`config.mk`:
```
export PLATFORM = sky130hd
export DESIGN_NAME = crc32_message_deframer
export DESIGN_NICKNAME = d
export VERILOG_FILES = /design/src/hdl/crcdfr_pkg.sv /design/src/hdl/crc32_message_deframer.sv
export VERILOG_INCLUDE_DIRS = /design/src /design/src/hdl
export SDC_FILE = /design/constraint.sdc
export NUM_CORES = 1
export LEC_CHECK = 0
export ABC_AREA = 1
export BUFFER_PORTS_ARGS = -buffer_cell sky130_fd_sc_hd__buf_2
export CAP_MARGIN = 20
export CORE_ASPECT_RATIO = 0.75
export CORE_MARGIN = 3
export CORE_UTILIZATION = 29
export CTS_CLUSTER_DIAMETER = 200
export DETAILED_ROUTE_END_ITERATION = 8
export SYNTH_ARGS = -nofsm -noshare
export SYNTH_HDL_FRONTEND = slang
export SYNTH_SLANG_ARGS = --single-unit
```
`constraint.sdc`:
```
create_clock -name clk_i -period 19.79 [get_ports clk_i]
set_input_delay 1.979 -clock clk_i [delete_from_list [all_inputs] [get_ports clk_i]]
set_output_delay 1.979 -clock clk_i [all_outputs]
set_load 0.05 [all_outputs]
```
`src/hdl/crc32_message_deframer_defines.svh`:
```
// Assertion macros for the CRC-32 message deframer.
// Included by the top level; the clock and reset come from the including module.
`ifndef CRC32_MESSAGE_DEFRAMER_DEFINES_SVH
`define CRC32_MESSAGE_DEFRAMER_DEFINES_SVH

// Same-cycle implication, checked outside of reset.
`define CDF_ASSERT_NOW(lbl, ante, cons, msg) \
  lbl: assert property (@(posedge clk_i) disable iff (!rst_ni) (ante) |-> (cons)) \
    else $error(msg);

// Next-cycle implication, checked outside of reset.
`define CDF_ASSERT_NEXT(lbl, ante, cons, msg) \
  lbl: assert property (@(posedge clk_i) disable iff (!rst_ni) (ante) |=> (cons)) \
    else $error(msg);

`endif

```
`src/hdl/crcdfr_pkg.sv`:
```
// Shared types, constants and the bytewise CRC-32 update for the message deframer.
// No dependencies.
`default_nettype none

package crcdfr_pkg;

  localparam logic [31:0] CrcSeed = 32'hFFFF_FFFF;
  localparam logic [31:0] CrcPoly = 32'hEDB8_8320;

  // Header byte boundaries (exclusive ends of each big-endian field).
  localparam logic [4:0] LenEnd   = 5'd4;
  localparam logic [4:0] TypeEnd  = 5'd6;
  localparam logic [4:0] FlagsEnd = 5'd7;
  localparam logic [4:0] AgentEnd = 5'd11;
  localparam logic [4:0] TagEnd   = 5'd15;
  localparam logic [4:0] HdrBytes = 5'd23;

  // Index of the last trailer byte.
  localparam logic [31:0] TrlLast = 32'd3;

  localparam logic KindPayload = 1'b0;
  localparam logic KindEnd     = 1'b1;

  typedef struct packed {
    logic        kind;
    logic [7:0]  data_byte;
    logic [15:0] msg_type;
    logic [7:0]  msg_flags;
    logic [31:0] agent;
    logic [31:0] header_tag;
    logic [63:0] time_stamp;
    logic [31:0] payload_length;
    logic [31:0] received_crc;
    logic        crc_ok;
  } res_t;

  function automatic logic [31:0] crc_feed(input logic [31:0] crc_in, input logic [7:0] b);
    logic [31:0] c;
    c = crc_in ^ {24'd0, b};
    for (int k = 0; k < 8; k++) begin
      c = c[0] ? ((c >> 1) ^ CrcPoly) : (c >> 1);
    end
    return c;
  endfunction

endpackage

`default_nettype wire

```
`src/hdl/crc32_message_deframer.sv`:
```
// Top level of the length-prefixed frame deframer with CRC-32 check.
// Depends on crcdfr_pkg and crc32_message_deframer_defines.svh.
//
//   Channel | Valid        | Stall        | Payload
//   rx      | rx_valid_i   | rx_stall_o   | rx_byte_i
//   res     | res_valid_o  | res_stall_i  | kind_o ... crc_ok_o
//
// One byte is accepted per cycle unless rx_stall_o is high; the frame state and CRC
// are updated in the cycle of the transfer, and any result is registered alongside them.
// The bytewise CRC update and the 32-bit payload count compare set the cycle time.
// A two-entry result buffer (output register plus skid register) lets a byte be
// accepted while a result waits; rx_stall_o rises only when the skid entry is full.
// Reset is asynchronous and active low and needs no clearing pass.
`default_nettype none
`include "crc32_message_deframer_defines.svh"

module crc32_message_deframer (
  input  wire logic        clk_i,
  input  wire logic        rst_ni,
  input  wire logic        rx_valid_i,
  output logic             rx_stall_o,
  input  wire logic [7:0]  rx_byte_i,
  output logic             res_valid_o,
  input  wire logic        res_stall_i,
  output logic             kind_o,
  output logic [7:0]       data_byte_o,
  output logic [15:0]      msg_type_o,
  output logic [7:0]       msg_flags_o,
  output logic [31:0]      agent_o,
  output logic [31:0]      header_tag_o,
  output logic [63:0]      time_stamp_o,
  output logic [31:0]      payload_length_o,
  output logic [31:0]      received_crc_o,
  output logic             crc_ok_o
);

  typedef enum logic [1:0] {
    PhHeader  = 2'd0,
    PhPayload = 2'd1,
    PhTrailer = 2'd2
  } phase_e;

  phase_e             phase_q, phase_d;
  logic [31:0]        pos_q, pos_d;
  logic [31:0]        crc_q, crc_d;
  logic [31:0]        len_q, len_d;
  logic [15:0]        type_q, type_d;
  logic [7:0]         flags_q, flags_d;
  logic [31:0]        agent_q, agent_d;
  logic [31:0]        tag_q, tag_d;
  logic [63:0]        stamp_q, stamp_d;
  logic [31:0]        trl_q, trl_d;

  crcdfr_pkg::res_t   res_new;
  logic               res_gen;
  crcdfr_pkg::res_t   out_q;
  crcdfr_pkg::res_t   skid_q;
  logic               out_valid_q;
  logic               skid_valid_q;

  logic               rx_fire;
  logic               out_take;
  logic [31:0]        pos_inc;
  logic [31:0]        trl_full;
  logic [31:0]        hdr_crc;
  logic [4:0]         hdr_pos;
  logic [4:0]         hdr_next;

  assign rx_stall_o = skid_valid_q;
  assign rx_fire    = rx_valid_i && !skid_valid_q;
  assign out_take   = out_valid_q && !res_stall_i;
  assign pos_inc    = pos_q + 32'd1;
  assign trl_full   = {trl_q[23:0], rx_byte_i};
  // The unused phase code restarts a frame, so the header works from fresh values.
  assign hdr_pos    = (phase_q == PhHeader) ? pos_q[4:0] : 5'd0;
  assign hdr_crc    = (phase_q == PhHeader) ? crc_q : crcdfr_pkg::CrcSeed;
  assign hdr_next   = hdr_pos + 5'd1;

  always_comb begin
    phase_d = phase_q;
    pos_d   = pos_q;
    crc_d   = crc_q;
    len_d   = len_q;
    type_d  = type_q;
    flags_d = flags_q;
    agent_d = agent_q;
    tag_d   = tag_q;
    stamp_d = stamp_q;
    trl_d   = trl_q;
    res_gen = 1'b0;
    res_new = '0;
    if (rx_fire) begin
      case (phase_q)
        PhPayload: begin
          crc_d             = crcdfr_pkg::crc_feed(crc_q, rx_byte_i);
          res_gen           = 1'b1;
          res_new.kind      = crcdfr_pkg::KindPayload;
          res_new.data_byte = rx_byte_i;
          if (pos_inc == len_q) begin
            phase_d = PhTrailer;
            pos_d   = 32'd0;
          end else begin
            pos_d = pos_inc;
          end
        end
        PhTrailer: begin
          trl_d = trl_full;
          pos_d = pos_inc;
          if (pos_q == crcdfr_pkg::TrlLast) begin
            res_gen                = 1'b1;
            res_new.kind           = crcdfr_pkg::KindEnd;
            res_new.msg_type       = type_q;
            res_new.msg_flags      = flags_q;
            res_new.agent          = agent_q;
            res_new.header_tag     = tag_q;
            res_new.time_stamp     = stamp_q;
            res_new.payload_length = len_q;
            res_new.received_crc   = trl_full;
            res_new.crc_ok         = (~crc_q == trl_full);
            phase_d                = PhHeader;
            pos_d                  = 32'd0;
            crc_d                  = crcdfr_pkg::CrcSeed;
          end
        end
        default: begin
          crc_d = crcdfr_pkg::crc_feed(hdr_crc, rx_byte_i);
          if (hdr_pos < crcdfr_pkg::LenEnd) begin
            len_d = {len_q[23:0], rx_byte_i};
          end else if (hdr_pos < crcdfr_pkg::TypeEnd) begin
            type_d = {type_q[7:0], rx_byte_i};
          end else if (hdr_pos < crcdfr_pkg::FlagsEnd) begin
            flags_d = rx_byte_i;
          end else if (hdr_pos < crcdfr_pkg::AgentEnd) begin
            agent_d = {agent_q[23:0], rx_byte_i};
          end else if (hdr_pos < crcdfr_pkg::TagEnd) begin
            tag_d = {tag_q[23:0], rx_byte_i};
          end else begin
            stamp_d = {stamp_q[55:0], rx_byte_i};
          end
          if (hdr_next >= crcdfr_pkg::HdrBytes) begin
            pos_d   = 32'd0;
            trl_d   = 32'd0;
            phase_d = (len_q == 32'd0) ? PhTrailer : PhPayload;
          end else begin
            phase_d = PhHeader;
            pos_d   = {27'd0, hdr_next};
          end
        end
      endcase
    end
  end

  always_ff @(posedge clk_i or negedge rst_ni) begin
    if (!rst_ni) begin
      phase_q <= PhHeader;
      pos_q   <= 32'd0;
      crc_q   <= crcdfr_pkg::CrcSeed;
      len_q   <= 32'd0;
      type_q  <= 16'd0;
      flags_q <= 8'd0;
      agent_q <= 32'd0;
      tag_q   <= 32'd0;
      stamp_q <= 64'd0;
      trl_q   <= 32'd0;
    end else begin
      phase_q <= phase_d;
      pos_q   <= pos_d;
      crc_q   <= crc_d;
      len_q   <= len_d;
      type_q  <= type_d;
      flags_q <= flags_d;
      agent_q <= agent_d;
      tag_q   <= tag_d;
      stamp_q <= stamp_d;
      trl_q   <= trl_d;
    end
  end

  // A new result goes straight to the output register when it is free or being
  // emptied; otherwise it parks in the skid register, which stalls the input.
  always_ff @(posedge clk_i or negedge rst_ni) begin
    if (!rst_ni) begin
      out_valid_q  <= 1'b0;
      skid_valid_q <= 1'b0;
    end else if (skid_valid_q) begin
      if (out_take) begin
        skid_valid_q <= 1'b0;
      end
    end else if (res_gen) begin
      if (!out_valid_q || out_take) begin
        out_valid_q <= 1'b1;
      end else begin
        skid_valid_q <= 1'b1;
      end
    end else if (out_take) begin
      out_valid_q <= 1'b0;
    end
  end

  always_ff @(posedge clk_i) begin
    if (skid_valid_q) begin
      if (out_take) begin
        out_q <= skid_q;
      end
    end else if (res_gen) begin
      if (!out_valid_q || out_take) begin
        out_q <= res_new;
      end else begin
        skid_q <= res_new;
      end
    end
  end

  assign res_valid_o      = out_valid_q;
  assign kind_o           = out_q.kind;
  assign data_byte_o      = out_q.data_byte;
  assign msg_type_o       = out_q.msg_type;
  assign msg_flags_o      = out_q.msg_flags;
  assign agent_o          = out_q.agent;
  assign header_tag_o     = out_q.header_tag;
  assign time_stamp_o     = out_q.time_stamp;
  assign payload_length_o = out_q.payload_length;
  assign received_crc_o   = out_q.received_crc;
  assign crc_ok_o         = out_q.crc_ok;

  `CDF_ASSERT_NOW(a_skid_behind_out, skid_valid_q, out_valid_q, "skid entry without output entry")
  `CDF_ASSERT_NOW(a_payload_nonzero_len, phase_q == PhPayload, len_q != 32'd0, "payload phase with zero length")
  `CDF_ASSERT_NOW(a_payload_clean, out_valid_q && out_q.kind == crcdfr_pkg::KindPayload, !out_q.crc_ok && out_q.received_crc == 32'd0, "payload result carries frame fields")
  `CDF_ASSERT_NEXT(a_end_resets_crc, rx_fire && res_gen && res_new.kind == crcdfr_pkg::KindEnd, crc_q == crcdfr_pkg::CrcSeed && phase_q == PhHeader, "frame end did not restart CRC")

endmodule

`default_nettype wire

```
* Word level (Yosys, flattened, before mapping)
Index checks and enable logic that the tools add are counted.
Word-level totals: flip-flop bits (word level) 728, bits of input ports 12, logic and storage cells 152
Cells by class: $add $sub $neg 2, $lt $le $gt $ge 6, equality and inequality tests 9, muxes and demuxes 50, bitwise logic cells 28, reduce and logical (&&, ||, !) cells 25
Operator list (number):
- $mux 226 | 5
- $mux 32 | 20
- $mux 217 | 2
- $not 13->14 | 16
- $pmux 32 s2 | 2
- $eq 32x32->1 | 2
- $xor 32x8->32 | 2
- $pmux 24 s2 | 1
- $add 32x1->32 const B | 1
- $eq 32x2->1 const B | 1
- $logic_not 32->1 | 1
- $not 32->32 | 1
- $mux 24 | 1
- $reduce_and 3->1 | 6
- $lt 5x3->1 const B | 3
- $reduce_and 7->1 | 2
- $lt 5x4->1 const B | 2
- $mux 1 | 10
- $mux 5 | 2
- $not 1->1 | 9
- $mux 2 | 4
- $mux 8 | 1
- $reduce_bool 2->1 | 4
- $reduce_and 6->1 | 1
- 16 further kinds | 21

* Longest topological paths before layout
Gate-level depths: netlist of run 1.
depth after elaboration 20, mapped depth 19

* Least setup slack after synthesis of run 1
Ideal clock, no wire load.
path type input port to flip-flop, start in rx_valid_i, end reg out_q (netlist bit agent_o[0]) (enable), arrival time 13291 ps, data required time 18901 ps, slack 5610 ps, cell stages on the path 4, cell sequence nand2_1 -> nor2_1 -> nand2_1 -> a21oi_1
On the way: cells in the longest elaborated chain, start to end 4
Ends and longest elaborated chain:
- start, declared | RTL line crc32_message_deframer.sv:20 | input wire logic rx_valid_i,
- $logic_and 1x1->1 | RTL line crc32_message_deframer.sv:70 | assign rx_fire = rx_valid_i && !skid_valid_q;
- $mux 1 | RTL line crc32_message_deframer.sv:92 | if (rx_fire) begin
- $reduce_bool 2->1 (no line)
- $reduce_and 3->1 (no line)
- end signal, assigned | RTL line crc32_message_deframer.sv:203 | out_q <= skid_q;
- end signal, assigned | RTL line crc32_message_deframer.sv:207 | out_q <= res_new;
- end, declared | RTL line crc32_message_deframer.sv:56 | crcdfr_pkg::res_t out_q;
No other way between the ends. A chain may end at the register's enable or synchronous reset.

* Worst setup path in the final report of run 1
start in rx_valid_i, end reg skid_q[86] (netlist bit) (enable)
On the way: cells in the longest elaborated chain, start to end 3
Ends and longest elaborated chain:
- $logic_and 1x1->1 | RTL line crc32_message_deframer.sv:70
- $mux 1 | RTL line crc32_message_deframer.sv:92
- $reduce_and 3->1 (no line)
- end signal, assigned | RTL line crc32_message_deframer.sv:209 | skid_q <= res_new;
- end, declared | RTL line crc32_message_deframer.sv:57 | crcdfr_pkg::res_t skid_q;
No other way between the ends.

==> metrics.md, run 1 <==
| Metric | Value |
|---|---|
| P_leak | `13.2 nW` |
| Final min period | `5.18 ns` |
| Pin count of the biggest net entering global routing | `225` |
| Buffers plus inverters on the worst setup path | `4` |
| Worst path required time | `20.08 ns` |
| Yosys Warn Count | `0` |
| # nets final | `3426` |
| Async SR Flop Fraction | `37.9%` |
| Antenna violations before repair | `10` |
| Cell taking the most area after synthesis | `edfxtp_1` |
| Die Footprint | `115000 µm²` |
| I/O pin count | `240` |
| Placeable Area | `109000 µm²` |
| Critical Path Slowest Stage Cell | `buf_12` |
| Post-CTS setup buffers | `0` |
| Total congestion overflow | `0` |
| Area grow syn2layout | `17.3%` |
| Drt first-iter violations | `2197` |
| CP peak stage delay | `0.76 ns` |
| WL final | `91.4 mm` |
| Worst-path cell chain | `buf_2 -> nand2_1 -> nor2_1 -> buf_4 -> nand2_1 -> nor2_4 -> buf_12 -> buf_4` |
| Final setup violating endpoints | `0` |
| Cell Area, Synth | `32100 µm²` |
| Residual DRC count | `0` |
| Final setup TNS | `0 ns` |
| Die height | `294 µm` |
| Number of max-slew violations in the final report | `0` |
| Slew headroom | `23.8%` |
| CTS Sinks | `728` |
| DP Cell Count | `4754` |
| Worst Tran Pin Value | `1.14 ns` |
| Fin crit share | `26.2%` |
| Total CTS buffers | `78` |
| Vias per cell | `4.70` |
| Routed vias | `23025` |
| Avg WL per Cell | `18.6 µm` |
| Port bufs | `239` |
| Synth top cells by count | `nand2_1 (700), o21ai_0 (468), edfxtp_1 (452)` |
| Crit Path Max Fanout | `170` |
| CTS tree | `built` |
| Seq/Total Area, Yosys | `64.0%` |
| DP Area | `34800 µm²` |
| Placer Congestion | `0.915` |
| Achievable Freq | `0.193 GHz` |
| RSZ-0062 raised after global routing | `false` |
| Count leader, synth | `nand2_1` |
| Final Hold Viols | `0` |
| PwrDens | `140 nW/µm²` |
| Ratio of cells with drive above 1 in the final layout | `14.3%` |
| First-pass GRT wire length | `137 mm` |
| Die width | `390 µm` |
| Post-CTS Resized | `0` |
| Crit path kind | `in2reg` |
| Max Root-Sink Buffers | `3` |
| Clock-pin slew on the worst setup and hold paths | `0.06 ns` |
| Vias in the first global route | `21776` |
| GRT Total Usage | `15.7%` |
| Total iterations of the first detailed-routing run | `5` |
| Clock Latency Late Sink | `0.70 ns` |
| Reg2reg setup slack | `14.95 ns` |
| Dpl hpwl | `59.6 mm` |
| Startpoint types | `input port` |
| Worst hold margin | `0.478 ns` |
| Post-synthesis cell type count | `54` |
| Root buf cell | `clkbuf_16` |
| Avg Synthesized Cell Area | `10.0 µm²` |
| Type of the tightest min-delay check | `reg2reg` |
| Max Cap Viol | `0` |
| Cts hold-fix bufs | `0` |
| Antenna viol nets, final | `0` |
| Status | `complete, no violations` |
| Place WS | `13.94 ns` |
| Mapped Nets | `3229` |
| Synth top area share | `42.3%` |
| H-tree levels | `3` |
| Post-synth EDFFs | `452` |
| Critical path arrival | `5.47 ns` |
| Worst vdd ir | `0.0765 mV` |
| Area contributors post-synth | `edfxtp_1 (42%), dfrtp_1 (19%), nand2_1 (8.2%)` |
| Initial core utilization | `29.6%` |
| Crit path max-delay family | `buffers and inverters` |
| Post-synthesis cell count | `3208` |
| Final worst slack | `14.61 ns` |
| Clock Skew | `0.0707 ns` |
| Finished Cell Area | `37600 µm²` |
| Nature of the critical path endpoint | `register` |
| Dominant synthesized flop cell | `edfxtp_1` |
| Yosys reg bits | `728` |
| Post-Layout Cell Count | `4902` |
| FP Rows | `104` |
-- kinds of logic after synthesis --
family	count (synthesis)	share of synthesized area, %
simple gates	1259	16.0
flops	728	64.0
compound gates	613	10.1
buf+inv	473	5.66
xor+xnor	126	3.91
fa+ha+maj	9	0.351
-- sequential cells by signal (all words and copies together), names as in the netlist, 2 cells and up --
register          count
msg_flags_o           8
crc_q                32
header_tag_o         32
msg_type_o           16
type_q               16
time_stamp_o         64
phase_q               2
skid_q              226
pos_q                32
agent_q              32
stamp_q              64
payload_length_o     32
data_byte_o           8
flags_q               8
agent_o              32
tag_q                32
trl_q                24
len_q                32
received_crc_o       32
-- report_power, final --
group | total (mW) | internal [mW] | switching, mW
Combinational | 1.67 | 0.549 | 1.12
Sequential | 2.05 | 1.86 | 0.189
Clock | 1.57 | 0.919 | 0.655
Total | 5.28 | 3.32 | 1.96
-- layout make-up --
type,instances,area (µm²)
fill,11032,70900
sequential,728,20500
multi-input combinational,2007,9800
clock buffer,103,2170
tap,1431,1790
timing repair buffer,264,1480
inverter,326,1230
clock inverter,41,621
antenna,2,5.00
-- path summary, 6_finish.rpt --
| check | cells after the start | endpoint | start |
|---|---|---|---|
| max in group asynchronous | 2 | tag_q[12] | rst_ni |
| worst min-delay path | 2 | tag_q[22] | tag_q[14] |
| worst max register to register | 8 | crc_ok_o | rx_stall_o |
| worst min register to register | 2 | tag_q[22] | tag_q[14] |
| min in group asynchronous | 1 | trl_q[13] | rst_ni |
| worst max-delay path | 8 | skid_q[86] | rx_valid_i |
-- metrics by stage --
stage | power, mW | utilization [%]
after global routing | 5.60 | 34.7
after CTS | 5.31 | 34.6
final | 5.28 | 34.7
after global placement | 3.68 | 32.0
after floorplan | 3.24 | -
after detailed placement | 3.71 | 32.0
-- layer usage --
layer	track usage [%]	up-vias	wire [µm]
li1	-	11027	-
met1	23.7	11087	43900
met2	22.4	794	38200
met3	3.80	117	7450
met4	3.80	0	1870
met5	0	-	0
-- cells in the final DEF, fill, tap and decap left out, drive strengths merged, types with 12 or more instances in the layout --
master and n:
a21oi 54, a32oi 12, buf 264, clkbuf 103, clkinv 23, dfrtp 244
dfstp 32, edfxtp 452, inv 332, nand2 716, nand3 134, nor2 351
nor3 17, nor4 20, o21ai 516, xnor2 50, xor2 76
-- worst register-to-register path: stages, from the launching register on --
cell and delay [ns]:
dfrtp_4 0.95, inv_1 0.29, nand2_1 0.59, inv_1 0.19, nand3_4 0.44, buf_4 0.77
buf_12 0.59, nor4_1 0.56, a21o_1 0.21
Note: power is estimated with default switching activity, not from simulation.
==> inputs of run 2 (changes only) <==
==> constraint.sdc (replaced) <==
create_clock -name clk_i -period 5.27 [get_ports clk_i]
set_input_delay 0.527 -clock clk_i [delete_from_list [all_inputs] [get_ports clk_i]]
set_output_delay 0.527 -clock clk_i [all_outputs]
set_load 0.05 [all_outputs]
==> run 2 against run 1 <==
Worst setup slack worse by 13 ns. Critical path type is now reg2reg. Cell count grew 0.20%. Combinational power rose to 3.8 times the previous value. Sequential power grew to 3.7 times the previous value. Wire length fell by 0.87%. Clock power grew to 3.6 times the previous value. Largest power group unchanged. Hold slack got worse by 0.20 ns. Flip-flop and latch count is the same. Count of clock-buffer cells in the layout rose by 3. Critical endpoint is now time_stamp_o[47]. Die area is the same.
==> metrics.md, run 2 (same netlist as run 1, synthesis figures left out) <==
| Metric | Value |
|---|---|
| Clock-pin slew on the worst setup and hold paths | `0.06 ns` |
| FP Rows | `104` |
| Total congestion overflow | `0` |
| Post-CTS Resized | `0` |
| Slew headroom | `28.4%` |
| Fin crit share | `72.0%` |
| Initial core utilization | `29.6%` |
| Die height | `294 µm` |
| Place WS | `1.36 ns` |
| Antenna viol nets, final | `0` |
| Type of the tightest min-delay check | `in2reg` |
| WL met2 | `38.0 mm` |
| Residual DRC count | `0` |
| Core occupancy in the finished layout | `34.7%` |
| H-tree levels | `3` |
| Finished Cell Area | `37600 µm²` |
| Final min period | `3.79 ns` |
| Most common cell after layout, fill and taps aside | `nand2_1` |
| Port bufs | `239` |
| Sequential share of power | `39.2%` |
| Drt first-iter violations | `2199` |
| Final Hold Viols | `0` |
| First-pass GRT wire length | `137 mm` |
| Total iterations of the first detailed-routing run | `6` |
| Routed vias | `23091` |
| I/O pin count | `240` |
| Final worst slack | `1.48 ns` |
| Combinational power share | `32.2%` |
| Met1 Wirelength | `42.7 mm` |
| Antenna violations before repair | `9` |
| Area grow syn2layout | `17.2%` |
| Vias in the first global route | `21587` |
| Die width | `390 µm` |
| Post-CTS setup buffers | `0` |
| Max Cap Viol | `0` |
| Nature of the critical path endpoint | `register` |
| Pin count of the biggest net entering global routing | `176` |
| GRT Total Usage | `15.5%` |
| Status | `complete, no violations` |
| CTS tree | `built` |
| Worst path required time | `5.65 ns` |
| Dpl hpwl | `59.6 mm` |
| Switching power | `7.35 mW` |
| Most frequent cells in the layout | `nand2_1 (697), o21ai_0 (468), edfxtp_1 (452), nor2_1 (337), inv_1 (309)` |
| Final setup violating endpoints | `0` |
| Root buf cell | `clkbuf_16` |
| Number of max-slew violations in the final report | `0` |
| Crit path kind | `reg2reg` |
| Ratio of cells with drive above 1 in the final layout | `14.6%` |
| Top Metal Used | `met4` |
| Avg WL per Cell | `18.4 µm` |
| Antenna cells | `0` |
| DP Area | `34900 µm²` |
| Switching share of power | `37.6%` |
| P_leak | `13.1 nW` |
| Critical path arrival | `4.18 ns` |
| Startpoint types | `register` |
| WL final | `90.6 mm` |
| Crit Path Max Fanout | `169` |
| Total CTS buffers | `77` |
| Max Root-Sink Buffers | `3` |
| Clock Latency Late Sink | `0.69 ns` |
| Worst vdd ir | `0.318 mV` |
| Worst Tran Pin Value | `1.07 ns` |
| Clock Power Share | `28.6%` |
| Placer Congestion | `0.928` |
| Met3 routed WL | `8.26 mm` |
| Most flops, register | `skid_q` |
| Worst hold margin | `0.276 ns` |
| Die Footprint | `115000 µm²` |
| RSZ-0062 raised after global routing | `false` |
| Placeable Area | `109000 µm²` |
| Vias per cell | `4.70` |
| PwrDens | `520 nW/µm²` |
| CTS Sinks | `728` |
| # nets final | `3437` |
| Achievable Freq | `0.264 GHz` |
| Clock Skew | `0.0508 ns` |
| Max reg flops | `226` |
| Int Pwr | `12.2 mW` |
==> run 2: worst paths after layout <==
kind,end,cells after the start,slack (ns),startpoint
max,time_stamp_o[47],7,1.48,rx_stall_o
max in group asynchronous,tag_q[5],3,3.33,rst_ni
min,rx_stall_o,3,0.28,res_stall_i
max reg2reg,time_stamp_o[47],7,1.48,rx_stall_o
min reg2reg,tag_q[29],2,0.48,tag_q[21]
min in group asynchronous,trl_q[7],2,0.53,rst_ni
==> run 2: what timing repair did <==
item | CTS | global route
hold buffers | 1 | 0
hold endpoints to repair | 57 | 0
endpoints found under the setup margin | 0 | 0
==> run 2: per-stage QoR <==
stage          total power, mW  TNS (ns)  instances
3_5_place_dp              13.9         0       4765
5_1_grt                   20.8         0       4912
3_3_place_gp              13.8         0       4765
2_1_floorplan             12.2    -25.61       3208
6_report                  19.6         0       4912
4_1_cts                   19.6         0       4910
==> run 2: cell type report <==
class | instances | area, µm²
clock buffer | 106 | 2140
clock inverter | 38 | 489
fill | 10995 | 70900
inverter | 326 | 1230
multi-input combinational | 2007 | 9820
sequential | 728 | 20500
tap | 1431 | 1790
timing repair buffer | 276 | 1620
==> run 2: critical path, cell delays in order, from the launching register on <==
cell and delay, ns:
dfrtp_4 0.74, inv_1 0.22, nand2_1 0.59, inv_1 0.21, nand3_4 0.15, buf_12 0.42
buf_4 0.80, o21ai_0 0.19
==> run 2: power by group through the flow <==
stage / sequential, mW / clock [mW] / combinational (mW)
CTS: 7.66 / 5.75 / 6.19
detailed placement: 7.76 / 0 / 6.14
finish: 7.67 / 5.59 / 6.29
global route: 7.77 / 5.98 / 7.01
global placement: 7.75 / 0 / 6.08
floorplan: 7.65 / 0 / 4.53
==> run 2: metal layers <==
metal  vias to the layer above  global-route usage, %
met2                       815                   22.0
met1                     11093                   23.4
met4                         0                   3.66
met5                         -                      0
met3                       114                   4.34
li1                      11069                      -
